### src/design/button_click_long_press_detector_defines.svh
// assertion macros for the button click and long-press detector
`ifndef BUTTON_CLICK_LONG_PRESS_DETECTOR_DEFINES_SVH
`define BUTTON_CLICK_LONG_PRESS_DETECTOR_DEFINES_SVH

// same-cycle implication, checked on i_clk outside reset
`define BCLP_ASSERT_NOW(label, ante, cons) \
    label: assert property (@(posedge i_clk) disable iff (!i_rst_n) (ante) |-> (cons)) \
        else $error("bclp check failed");

// next-cycle implication, checked on i_clk outside reset
`define BCLP_ASSERT_NEXT(label, ante, cons) \
    label: assert property (@(posedge i_clk) disable iff (!i_rst_n) (ante) |=> (cons)) \
        else $error("bclp check failed");

`endif

### src/design/bclp_pkg.sv
// shared types and constants of the button click and long-press detector
package bclp_pkg;

    localparam int unsigned TIME_W    = 32;
    localparam int unsigned CFG_W     = 16;
    localparam int unsigned CFG_IDX_W = 2;
    localparam int unsigned CODE_W    = 3;
    localparam int unsigned COUNT_W   = 8;

    // event codes
    localparam logic [CODE_W-1:0] EV_NONE   = 3'd0;
    localparam logic [CODE_W-1:0] EV_SINGLE = 3'd1;
    localparam logic [CODE_W-1:0] EV_DOUBLE = 3'd2;
    localparam logic [CODE_W-1:0] EV_TRIPLE = 3'd3;
    localparam logic [CODE_W-1:0] EV_LONG   = 3'd4;

    // register indexes
    localparam logic [CFG_IDX_W-1:0] REG_LONG_PRESS = 2'd0;
    localparam logic [CFG_IDX_W-1:0] REG_DEBOUNCE   = 2'd1;
    localparam logic [CFG_IDX_W-1:0] REG_CLICK_GAP  = 2'd2;

    // register reset values
    localparam logic [CFG_W-1:0] LONG_PRESS_RST = 16'd1000;
    localparam logic [CFG_W-1:0] DEBOUNCE_RST   = 16'd20;
    localparam logic [CFG_W-1:0] CLICK_GAP_RST  = 16'd300;

    localparam logic [COUNT_W-1:0] COUNT_MAX = 8'hFF;

    typedef struct packed {
        logic [CFG_W-1:0] long_press_ms;
        logic [CFG_W-1:0] debounce_ms;
        logic [CFG_W-1:0] click_gap_ms;
    } t_cfg;

endpackage

### src/design/bclp_ifs.sv
// handshake channel interfaces: scan input, event output, register writes
interface bclp_in_if;
    import bclp_pkg::*;
    logic              valid;
    logic              ready;
    logic              key_down;
    logic [TIME_W-1:0] now_ms;
    modport source (output valid, key_down, now_ms, input ready);
    modport sink   (input valid, key_down, now_ms, output ready);
endinterface

interface bclp_out_if;
    import bclp_pkg::*;
    logic              valid;
    logic              ready;
    logic [CODE_W-1:0] event_code;
    modport source (output valid, event_code, input ready);
    modport sink   (input valid, event_code, output ready);
endinterface

interface bclp_cfg_if;
    import bclp_pkg::*;
    logic                 valid;
    logic                 ready;
    logic [CFG_IDX_W-1:0] index;
    logic [CFG_W-1:0]     data;
    modport source (output valid, index, data, input ready);
    modport sink   (input valid, index, data, output ready);
endinterface

### src/design/bclp_cfg_regs.sv
// configuration register file: long-press, debounce and click-gap times
module bclp_cfg_regs
    import bclp_pkg::*;
(
    input  logic       i_clk,
    input  logic       i_rst_n,
    bclp_cfg_if.sink   i_cfg,
    output t_cfg       o_cfg
);

    t_cfg r_cfg;

    // writes are always taken
    assign i_cfg.ready = 1'b1;

    // register update, unknown indexes ignored
    always_ff @(posedge i_clk) begin
        if (!i_rst_n) begin
            r_cfg.long_press_ms <= LONG_PRESS_RST;
            r_cfg.debounce_ms   <= DEBOUNCE_RST;
            r_cfg.click_gap_ms  <= CLICK_GAP_RST;
        end else if (i_cfg.valid) begin
            case (i_cfg.index)
                REG_LONG_PRESS: r_cfg.long_press_ms <= i_cfg.data;
                REG_DEBOUNCE:   r_cfg.debounce_ms   <= i_cfg.data;
                REG_CLICK_GAP:  r_cfg.click_gap_ms  <= i_cfg.data;
                default: ;
            endcase
        end
    end

    assign o_cfg = r_cfg;

endmodule

### src/design/bclp_core.sv
// key tracking state and the per-scan event decision
module bclp_core
    import bclp_pkg::*;
(
    input  logic              i_clk,
    input  logic              i_rst_n,
    input  logic              i_en,
    input  logic              i_key_down,
    input  logic [TIME_W-1:0] i_now_ms,
    input  t_cfg              i_cfg,
    output logic [CODE_W-1:0] o_event_code
);

    logic               r_is_down;
    logic               r_long_reported;
    logic [TIME_W-1:0]  r_press_time;
    logic [TIME_W-1:0]  r_release_time;
    logic [COUNT_W-1:0] r_click_count;

    logic               n_is_down;
    logic               n_long_reported;
    logic [TIME_W-1:0]  n_press_time;
    logic [TIME_W-1:0]  n_release_time;
    logic [COUNT_W-1:0] n_click_count;

    logic [TIME_W-1:0]  held;
    logic [TIME_W-1:0]  gap;
    logic [TIME_W-1:0]  long_lim;
    logic [TIME_W-1:0]  deb_lim;
    logic [TIME_W-1:0]  gap_lim;
    logic [CODE_W-1:0]  code;

    assign long_lim = {{(TIME_W-CFG_W){1'b0}}, i_cfg.long_press_ms};
    assign deb_lim  = {{(TIME_W-CFG_W){1'b0}}, i_cfg.debounce_ms};
    assign gap_lim  = {{(TIME_W-CFG_W){1'b0}}, i_cfg.click_gap_ms};

    // wrapping hold time
    assign held = i_now_ms - r_press_time;

    // press, hold and release handling, then click sequence timeout
    always_comb begin
        n_is_down       = r_is_down;
        n_long_reported = r_long_reported;
        n_press_time    = r_press_time;
        n_release_time  = r_release_time;
        n_click_count   = r_click_count;
        code            = EV_NONE;

        if (i_key_down) begin
            if (!r_is_down) begin
                n_press_time = i_now_ms;
                n_is_down    = 1'b1;
            end else if (!r_long_reported && (held > long_lim)) begin
                code            = EV_LONG;
                n_long_reported = 1'b1;
            end
        end else if (r_is_down) begin
            if ((held <= long_lim) && (held > deb_lim)) begin
                if (r_click_count != COUNT_MAX) begin
                    n_click_count = r_click_count + 1'b1;
                end
                n_release_time = i_now_ms;
            end
            n_is_down       = 1'b0;
            n_long_reported = 1'b0;
        end

        gap = i_now_ms - n_release_time;
        if ((n_click_count != '0) && (gap > gap_lim)) begin
            if (n_click_count <= {{(COUNT_W-CODE_W){1'b0}}, EV_TRIPLE}) begin
                code = n_click_count[CODE_W-1:0];
            end
            n_click_count = '0;
        end
    end

    // state update, one scan per enabled cycle
    always_ff @(posedge i_clk) begin
        if (!i_rst_n) begin
            r_is_down       <= 1'b0;
            r_long_reported <= 1'b0;
            r_press_time    <= '0;
            r_release_time  <= '0;
            r_click_count   <= '0;
        end else if (i_en) begin
            r_is_down       <= n_is_down;
            r_long_reported <= n_long_reported;
            r_press_time    <= n_press_time;
            r_release_time  <= n_release_time;
            r_click_count   <= n_click_count;
        end
    end

    assign o_event_code = code;

endmodule

### src/design/button_click_long_press_detector.sv
// top level of the button click and long-press detector
//
//   port     direction  carries
//   i_in     sink       key_down, now_ms (one scan per item)
//   o_out    source     event_code (one result item per scan)
//   i_cfg    sink       index, data (register writes, always ready)
//
// a scan item is registered in the input register, and the event logic and the
// key state update then run into the result register; one item per cycle
// sustained while the result side does not stall.
// reset is synchronous and active low; it restores the register defaults.
// a stalled result holds the pipeline; the input register still fills if empty.
`include "button_click_long_press_detector_defines.svh"

module button_click_long_press_detector
    import bclp_pkg::*;
(
    input  logic        i_clk,
    input  logic        i_rst_n,
    bclp_in_if.sink     i_in,
    bclp_out_if.source  o_out,
    bclp_cfg_if.sink    i_cfg
);

    t_cfg              cfg;
    logic              r_in_vld;
    logic              r_key_down;
    logic [TIME_W-1:0] r_now_ms;
    logic              r_out_vld;
    logic [CODE_W-1:0] r_event_code;
    logic [CODE_W-1:0] core_code;
    logic              out_free;
    logic              advance;

    // pipeline flow control
    assign out_free   = !r_out_vld || o_out.ready;
    assign advance    = r_in_vld && out_free;
    assign i_in.ready = !r_in_vld || out_free;

    bclp_cfg_regs u_cfg_regs (
        .i_clk   (i_clk),
        .i_rst_n (i_rst_n),
        .i_cfg   (i_cfg),
        .o_cfg   (cfg)
    );

    bclp_core u_core (
        .i_clk        (i_clk),
        .i_rst_n      (i_rst_n),
        .i_en         (advance),
        .i_key_down   (r_key_down),
        .i_now_ms     (r_now_ms),
        .i_cfg        (cfg),
        .o_event_code (core_code)
    );

    // input register valid
    always_ff @(posedge i_clk) begin
        if (!i_rst_n) begin
            r_in_vld <= 1'b0;
        end else if (i_in.ready) begin
            r_in_vld <= i_in.valid;
        end
    end

    // input register payload
    always_ff @(posedge i_clk) begin
        if (i_in.valid && i_in.ready) begin
            r_key_down <= i_in.key_down;
            r_now_ms   <= i_in.now_ms;
        end
    end

    // result register valid
    always_ff @(posedge i_clk) begin
        if (!i_rst_n) begin
            r_out_vld <= 1'b0;
        end else if (out_free) begin
            r_out_vld <= r_in_vld;
        end
    end

    // result register payload
    always_ff @(posedge i_clk) begin
        if (advance) begin
            r_event_code <= core_code;
        end
    end

    assign o_out.valid      = r_out_vld;
    assign o_out.event_code = r_event_code;

    // checks
    `BCLP_ASSERT_NEXT(a_in_taken, i_in.valid && i_in.ready, r_in_vld)
    `BCLP_ASSERT_NEXT(a_advance_fills_out, advance, r_out_vld)
    `BCLP_ASSERT_NOW(a_code_in_range, r_out_vld, r_event_code <= EV_LONG)

endmodule

### src/flat_wrapper.sv
// flat-port wrapper written by rule: the top's interface ports become plain ports
module button_click_long_press_detector_flat import bclp_pkg::*;
  (i_clk, i_rst_n, i_in_valid, i_in_key_down, i_in_now_ms, i_in_ready, o_out_valid, o_out_event_code, o_out_ready, i_cfg_valid, i_cfg_index, i_cfg_data, i_cfg_ready);
  bclp_in_if i_in_i ();
  bclp_out_if o_out_i ();
  bclp_cfg_if i_cfg_i ();
  input  logic i_clk;
  input  logic i_rst_n;
  input wire logic [$bits(i_in_i.valid)-1:0] i_in_valid;
  input wire logic [$bits(i_in_i.key_down)-1:0] i_in_key_down;
  input wire logic [$bits(i_in_i.now_ms)-1:0] i_in_now_ms;
  output wire logic [$bits(i_in_i.ready)-1:0] i_in_ready;
  output wire logic [$bits(o_out_i.valid)-1:0] o_out_valid;
  output wire logic [$bits(o_out_i.event_code)-1:0] o_out_event_code;
  input wire logic [$bits(o_out_i.ready)-1:0] o_out_ready;
  input wire logic [$bits(i_cfg_i.valid)-1:0] i_cfg_valid;
  input wire logic [$bits(i_cfg_i.index)-1:0] i_cfg_index;
  input wire logic [$bits(i_cfg_i.data)-1:0] i_cfg_data;
  output wire logic [$bits(i_cfg_i.ready)-1:0] i_cfg_ready;
  assign i_in_i.valid = i_in_valid;
  assign i_in_i.key_down = i_in_key_down;
  assign i_in_i.now_ms = i_in_now_ms;
  assign i_in_ready = i_in_i.ready;
  assign o_out_valid = o_out_i.valid;
  assign o_out_event_code = o_out_i.event_code;
  assign o_out_i.ready = o_out_ready;
  assign i_cfg_i.valid = i_cfg_valid;
  assign i_cfg_i.index = i_cfg_index;
  assign i_cfg_i.data = i_cfg_data;
  assign i_cfg_ready = i_cfg_i.ready;
  button_click_long_press_detector u_core (.i_clk(i_clk), .i_rst_n(i_rst_n), .i_in(i_in_i), .o_out(o_out_i), .i_cfg(i_cfg_i));
endmodule
### config.mk
export PLATFORM = sky130hd
export DESIGN_NAME = button_click_long_press_detector_flat
export DESIGN_NICKNAME = d
export VERILOG_FILES = /design/src/design/bclp_pkg.sv /design/src/design/bclp_ifs.sv /design/src/design/bclp_cfg_regs.sv /design/src/design/bclp_core.sv /design/src/design/button_click_long_press_detector.sv /design/src/flat_wrapper.sv
export VERILOG_INCLUDE_DIRS = /design/src /design/src/design
export SDC_FILE = /design/constraint.sdc
export NUM_CORES = 1
export LEC_CHECK = 0
export BUFFER_PORTS_ARGS = -buffer_cell sky130_fd_sc_hd__buf_2
export CORE_ASPECT_RATIO = 0.75
export CORE_UTILIZATION = 25
export CTS_CLUSTER_DIAMETER = 50
export DETAILED_ROUTE_END_ITERATION = 16
export GPL_ROUTABILITY_DRIVEN = 0
export GPL_TIMING_DRIVEN = 0
export SLEW_MARGIN = 20
export SYNTH_ARGS = -nofsm -noshare
export SYNTH_HDL_FRONTEND = slang
export SYNTH_SLANG_ARGS = --single-unit
### constraint.sdc
create_clock -name i_clk -period 14.6 [get_ports i_clk]
set_clock_uncertainty 0.2 [all_clocks]
set_input_delay 3.65 -clock i_clk [delete_from_list [all_inputs] [get_ports i_clk]]
set_output_delay 3.65 -clock i_clk [all_outputs]
set_load 0.005 [all_outputs]
=== Word-level counts from Yosys, hierarchy flattened ===
Cells that the tools add are included.

* Register bits after elaboration: 160
* Input port bits: 56
* Output and inout bits: 6
* Logic and storage cells: 61

* Add/sub/neg operators: 3
* Order comparisons: 5
* Equal/unequal tests: 4
* Mux-type cells: 18
* Bitwise logic cells: 1
* Reductions and logical operators: 17

{| class="wikitable"
|+ Operators with widths
! kind !! count
|-
| > comparator 32 x 16 -> 1 bit || 3
|-
| two-way mux 32 bit || 3
|-
| subtractor 32 bit || 2
|-
| two-way mux 8 bit || 5
|-
| less-or-equal comparator 32 x 16 -> 1 bit || 1
|-
| two-way mux 3 bit || 5
|-
| adder 8 x 1 -> 8 bit, second input constant || 1
|-
| less-or-equal comparator 8 x 2 -> 1 bit, second input constant || 1
|-
| != test 8 bit, second input constant || 1
|-
| nonzero test 8 bit || 1
|-
| AND reduction 2 bit || 3
|-
| AND reduction 3 bit || 2
|-
| logical AND 1 bit || 5
|-
| two-way mux 1 bit || 5
|-
| zero test 1 bit || 3
|-
| equality test 2 x 1 -> 1 bit, second input constant || 1
|-
| equality test 2 bit, second input constant || 1
|-
| zero test 2 bit || 1
|-
| logical OR 1 bit || 2
|-
| != test 2 bit, second input constant || 1
|-
| inverter 1 bit || 1
|}

=== Depth between registers and ports, before layout ===
* Depth after elaboration: 10
* Gate-level depth with buffers: 47
* Gate-level depth less buffers: 44

=== Cells and area by module ===
Synthesis repeated with hierarchy kept, for this count alone.

* Cell total of the unflattened synthesis: 1,348
* Area, all modules: 11,569.8 µm²

{| class="wikitable"
|+ By module, submodules not included
! module !! times used !! cells an instance !! area an instance (µm²) !! seq. area each (µm²)
|-
| bclp_core || 1 || 1,116 || 8,480.6 || 1,481.4
|-
| bclp_cfg_regs || 1 || 187 || 1,904.3 || 960.9
|-
| button_click_long_press_detector || 1 || 45 || 1,184.9 || 1,121.1
|}

=== Least setup slack after synthesis ===
Ideal clock, no wire load.

* Kind: register to register
* From: register u_core.r_now_ms[4]
* To: register u_core.u_core.r_click_count[3]
* Setup time: 74 ps
* Arrival: 9,057 ps
* Required time: 14,326 ps
* Setup slack: 5,268 ps
* Cell stages (with the launch flop): 41
* Buffers on the path: 2
* Clock period less this slack: 9,332 ps
* Cells stage by stage: edfxtp_1 ha_1 and2_4 a221o_1 or2_2 nor2b_1 nand2b_1 a21o_1 a21oi_1 xnor2_1 ha_1 nand4_1 nor4_1 a311oi_1 or4_1 nor4_2 nand4_2 or2_2 [5 not listed] nand2b_1 a21oi_1 a2bb2oi_1 a21oi_1 xnor2_1 ha_1 and3_1 a221o_1 a221oi_1 a21oi_1 nor4_1 o221ai_1 nor4_1 nand3_1 nor4_1 o21ai_1 or4_1 a31oi_1

* Word-level cells in the longest chain between the ends: 10
* Elaborated cells between the ends (all ways): 15
* Those cells by class: add/sub (2); order compare (3); mux (7); reduce/logical (3)

{| class="wikitable"
|+ Ends and longest elaborated chain
! what !! line !! source
|-
| start, declared || button_click_long_press_detector.sv:28 || <nowiki>logic [TIME_W-1:0] r_now_ms;</nowiki>
|-
| start signal, assigned || button_click_long_press_detector.sv:70 || <nowiki>r_now_ms <= i_in.now_ms;</nowiki>
|-
| subtractor 32 bit * || bclp_core.sv:38 || <nowiki>assign held = i_now_ms - r_press_time;</nowiki>
|-
| less-or-equal comparator 32 x 16 -> 1 bit or > comparator 32 x 16 -> 1 bit (tied branches) || bclp_core.sv:58 || <nowiki>if ((held <= long_lim) && (held > deb_lim)) begin</nowiki>
|-
| logical AND 1 bit * || bclp_core.sv:58 ||
|-
| two-way mux 32 bit * || bclp_core.sv:58 ||
|-
| two-way mux 32 bit * || bclp_core.sv:57 || <nowiki>end else if (r_is_down) begin</nowiki>
|-
| two-way mux 32 bit * || bclp_core.sv:49 || <nowiki>if (i_key_down) begin</nowiki>
|-
| via u_core.u_core.n_release_time[1] || bclp_core.sv:23 || <nowiki>logic [TIME_W-1:0] n_release_time;</nowiki>
|-
| subtractor 32 bit * || bclp_core.sv:68 || <nowiki>gap = i_now_ms - n_release_time;</nowiki>
|-
| > comparator 32 x 16 -> 1 bit * || bclp_core.sv:69 || <nowiki>if ((n_click_count != '0) && (gap > gap_lim)) begin</nowiki>
|-
| logical AND 1 bit * || bclp_core.sv:69 ||
|-
| two-way mux 8 bit * || bclp_core.sv:69 ||
|-
| end signal, assigned || bclp_core.sv:90 || <nowiki>r_click_count <= n_click_count;</nowiki>
|-
| end, declared || bclp_core.sv:18 || <nowiki>logic [COUNT_W-1:0] r_click_count;</nowiki>
|}

The timed path passes the listed nets; every way through them passes the cells marked *.
A chain may end at the register's enable or synchronous reset.

=== Final worst setup path ===
* From: register u_core.r_now_ms[0]
* To: register u_core.u_core.r_click_count[7]

Same word-level chain as after synthesis.

==> flow_results.org <==
** Timing
- Counting I/O delays and the setup requirement, the final critical path takes 11.66 ns.
- For the pin with the worst max-slew slack, the measured transition is 0.810 ns.
- The final-report hold violation count is 0.
- Setup repair after global routing left no endpoint under its margin.
- After layout, the worst path uses 79.8% of the clock period.
- The number of pins with negative max-slew slack in the final report was 0.
- Setup violations remaining at the end of the flow were counted as 0.
- In the final timing run, aggregate negative setup slack is 0 ns.
- Max frequency :: 85.8 MHz
- Slew Limit Headroom :: 46.0%

** Synth
- Proportion of register bits with asynchronous set or reset after synthesis :: 0%
- Yosys printed 0 warnings.
- Counting flops and latches in the post-synthesis netlist gives 160.
- Area contributors post-synth :: sky130_fd_sc_hd__dfxtp_1 22%, sky130_fd_sc_hd__ha_1 13%, sky130_fd_sc_hd__edfxtp_1 9.6%
- The top cell type by area accounts for 22.0% of the synthesized area.
- The largest total area in the synthesized netlist belongs to sky130_fd_sc_hd__dfxtp_1.
- Synthesis handed over a netlist of 1405 instances.
- Among all flip-flop cells after synthesis, the most frequent one is sky130_fd_sc_hd__dfxtp_1.
- In this run the cell area of the synthesized design comes to 11300 sq um.
- Post-Syn Nets :: 1576
- Averaged over all synthesized cells, the footprint is 8.04 sq um.
- The synthesized design contains 36 enable-type register cells.
- Summing the sequential cell areas from Yosys gives 31.6% of the chip area.
- The number of different library cells used by synthesis comes to 86.

** Layout
- From synthesis to final layout, the design area changed by 14.8%.
- Leaving out fill and tap cells, the most frequent cells in the layout are 226 x sky130_fd_sc_hd__nand2_1, 157 x sky130_fd_sc_hd__a21oi_1, 124 x sky130_fd_sc_hd__dfxtp_1, 113 x sky130_fd_sc_hd__ha_1, 99 x sky130_fd_sc_hd__nor2_1.
- Final Instance Count excl. Fillers :: 2083
- Number of filler cells placed in the layout :: 4824
- In the final layout, the multi-input gates occupy 7100 sq um.
- Leaving out fill and tap cells, the most frequent cell in the layout is sky130_fd_sc_hd__nand2_1.
- Number of diodes :: 0
- Sequential standard cell area :: 3560 sq um
- Of the cells placed in the final design, the portion with a size suffix greater than 1 is 8.68%.
- For this run, the post-layout net count is 1655.

** Clocking
- Number of post-CTS setup repair buffers :: 0
- Number of buffers on the longest clock path :: 2
- The tree is rooted in a sky130_fd_sc_hd__clkbuf_16.
- Clock tree synthesis inserted a total of 17 buffers.
- H-Tree Level Count :: 4
- Counting every sink on the clock net gives 160.
- The later pin in the worst-skew pair is clocked with a latency of 0.45 ns.
- After clock tree synthesis, the clock-pin slew on the worst setup and hold paths is 0.08 ns.
- Clock tree from TritonCTS :: done
- CTS resizes :: 0
- Hold_buf cts :: 0

** Outcome
- The flow ran to the end, and the final reports show no timing, DRC or antenna violations.

** Floorplanning
- For this configuration, the core starts out at a cell density of 25.3%.
- Number of top-level pins :: 62
- In this run the standard cell core region covers 44600 sq um.
- Row generation in the floorplan step produced 67 rows.
- In this run the horizontal extent of the chip is 247 microns.
- From bottom edge to top edge, the die measures 186 microns.
- The floorplan step defined a die boundary enclosing 46000 sq um.

** Route
- In this run the remaining antenna-violating nets after routing total 0.
- Using the TritonRoute via totals, the vias-per-cell ratio works out to 5.07.
- The final layout contains routed wiring with a total length of 34100 microns.
- In this run, the number of DRC markers left after iteration 0 of detailed routing was 1054.
- Average routed wire per standard cell :: 16.4 microns
- Across all layers, the routed design uses 10564 vias.
- Detailed-router iteration count before antenna repair :: 7
- For this run, design rule violations remaining after detail routing come to 0.

** Placed design
- Total half-perimeter wirelength after legalization and detailed placement :: 26900 microns
- In this run the tool buffered the top-level ports with 59 buffer cells.
- Including well taps, the total number of placed cells is 2051.

** GRT
- GRT Resource Usage Total :: 14.9%
- The first global-routing pass estimated 53300 microns of wire.
- Remaining global-route overflow :: 0
- Antenna violations before repair :: 0
- Largest net degree at the start of global routing :: 25
- Number of global-route vias before repair :: 9914

** Pwr
- Across the VDD grid, the largest voltage drop is 0.0000821 V.
- In this run the static leakage power is 4.97 nW.
- Dividing total power by cell area gives a power density of 100 nW/um^2.

** Setup path
- Highest-delay cell along the critical path :: sky130_fd_sc_hd__or4_1
- The critical path is of the reg2reg type.
- The worst setup path is captured at a flop.
- Endpoint required time on the critical path :: 14.75 ns
- Maximum fanout along the worst path :: 10
- Max stage delay on crit path :: 0.60 ns
- At the worst endpoint, the arrival time is 11.81 ns.
- Most prevalent standard cell on the critical path :: sky130_fd_sc_hd__a21oi_1
- Startpoint Class :: flop

** Min path
- Class of the tightest hold or removal check :: reg2reg

** Flow run
- Number of max-cap violations :: 0
## state kept, by name, summed over array words and instances (netlist names)
signal / count
u_core.u_core.r_press_time: 32
u_core.u_core.r_release_time: 32
u_core.o_out.valid: 1
u_core.r_key_down: 1
u_core.u_core.r_long_reported: 1
u_core.o_out.event_code: 3
u_core.u_core.r_is_down: 1
u_core.r_in_vld: 1
u_core.u_cfg_regs.o_cfg: 48
u_core.r_now_ms: 32
u_core.u_core.r_click_count: 8
## cell families (layout without fill, tap and decap cells)
| logic type | after synthesis | count (layout) | share of synthesized area (%) |
|---|---|---|---|
| AOI/OAI and AO/OA | 385 | 385 | 22.2 |
| xor gates and xnor gates | 44 | 44 | 3.41 |
| and+or+nand+nor | 498 | 498 | 20.5 |
| buffers and inverters | 159 | 251 | 5.56 |
| muxes | 43 | 43 | 3.87 |
| other | 1 | 1 | 0.0332 |
| DFF | 160 | 160 | 31.6 |
| adders and majority gates | 115 | 115 | 12.9 |
## worst paths after layout
check | to | start | cells past startpoint | slack [ns]
min reg2reg | u_core.u_cfg_regs.o_cfg[42] | u_core.u_cfg_regs.o_cfg[42] | 2 | 0.26
max reg2reg | u_core.u_core.r_click_count[7] | u_core.r_now_ms[0] | 42 | 2.94
min | u_core.u_cfg_regs.o_cfg[42] | u_core.u_cfg_regs.o_cfg[42] | 2 | 0.26
max | u_core.u_core.r_click_count[7] | u_core.r_now_ms[0] | 42 | 2.94
## per-stage QoR
step           hold slack [ns]  cell area, sq um  worst slack [ns]  utilization (%)  power (mW)
2_1_floorplan            0.236             11300              5.27                -       0.732
3_3_place_gp             0.243             12300              3.44             27.6       0.818
3_5_place_dp             0.247             12300              3.35             27.7       0.825
4_1_cts                  0.257             13000              3.27             29.1        1.31
5_1_grt                  0.271             13000              2.26             29.1        1.37
6_report                 0.257             13000              2.94             29.1        1.30
## Yosys cell counts, drive strengths merged (9+ instances only)
cell    number
a31oi       10
o21a        25
nand2      226
nand4       26
dfxtp      124
o21ai       43
and3        17
ha         113
clkbuf      51
nand3       28
nor3        15
nor2b       10
xor2        13
and2         9
edfxtp      36
o211ai      17
a21oi      157
nand2b      15
a21o        13
a211oi      37
inv         94
nor4        13
mux2i       41
xnor2       31
buf         14
nor2       100
## layout make-up
type	count	share of cell area, %
Multi-Input combinational cell	1086	54.8
Timing Repair Buffer	60	2.43
Clock buffer	19	3.50
Clock inverter	13	1.27
Buffer	65	2.12
Tap cell	586	5.66
Sequential cell	160	27.5
Inverter	94	2.72
## critical path, delay by kind of cell (launching register included)
kind | cells | cell delay (ns)
compound gates | 15 | 3.85
xor+xnor | 2 | 0.53
simple gates | 15 | 3.98
buf+inv | 5 | 0.81
fa+ha+maj | 5 | 1.79
flops | 1 | 0.36
## per-layer routing
layer	share of wire [%]	GRT usage (%)	wire, microns	vias up
li1	-	-	-	5218
met1	48	20.1	16200	4971
met2	45	23.6	15300	321
met3	5.2	3.14	1780	54
met4	2.4	4.86	828	0
met5	0	0	0	-
## report_power, final
part | switching, mW | internal [mW]
Combinational | 0.202 | 0.130
Sequential | 0.0187 | 0.473
Clock | 0.207 | 0.269
Note: power is estimated with default switching activity, not from simulation.
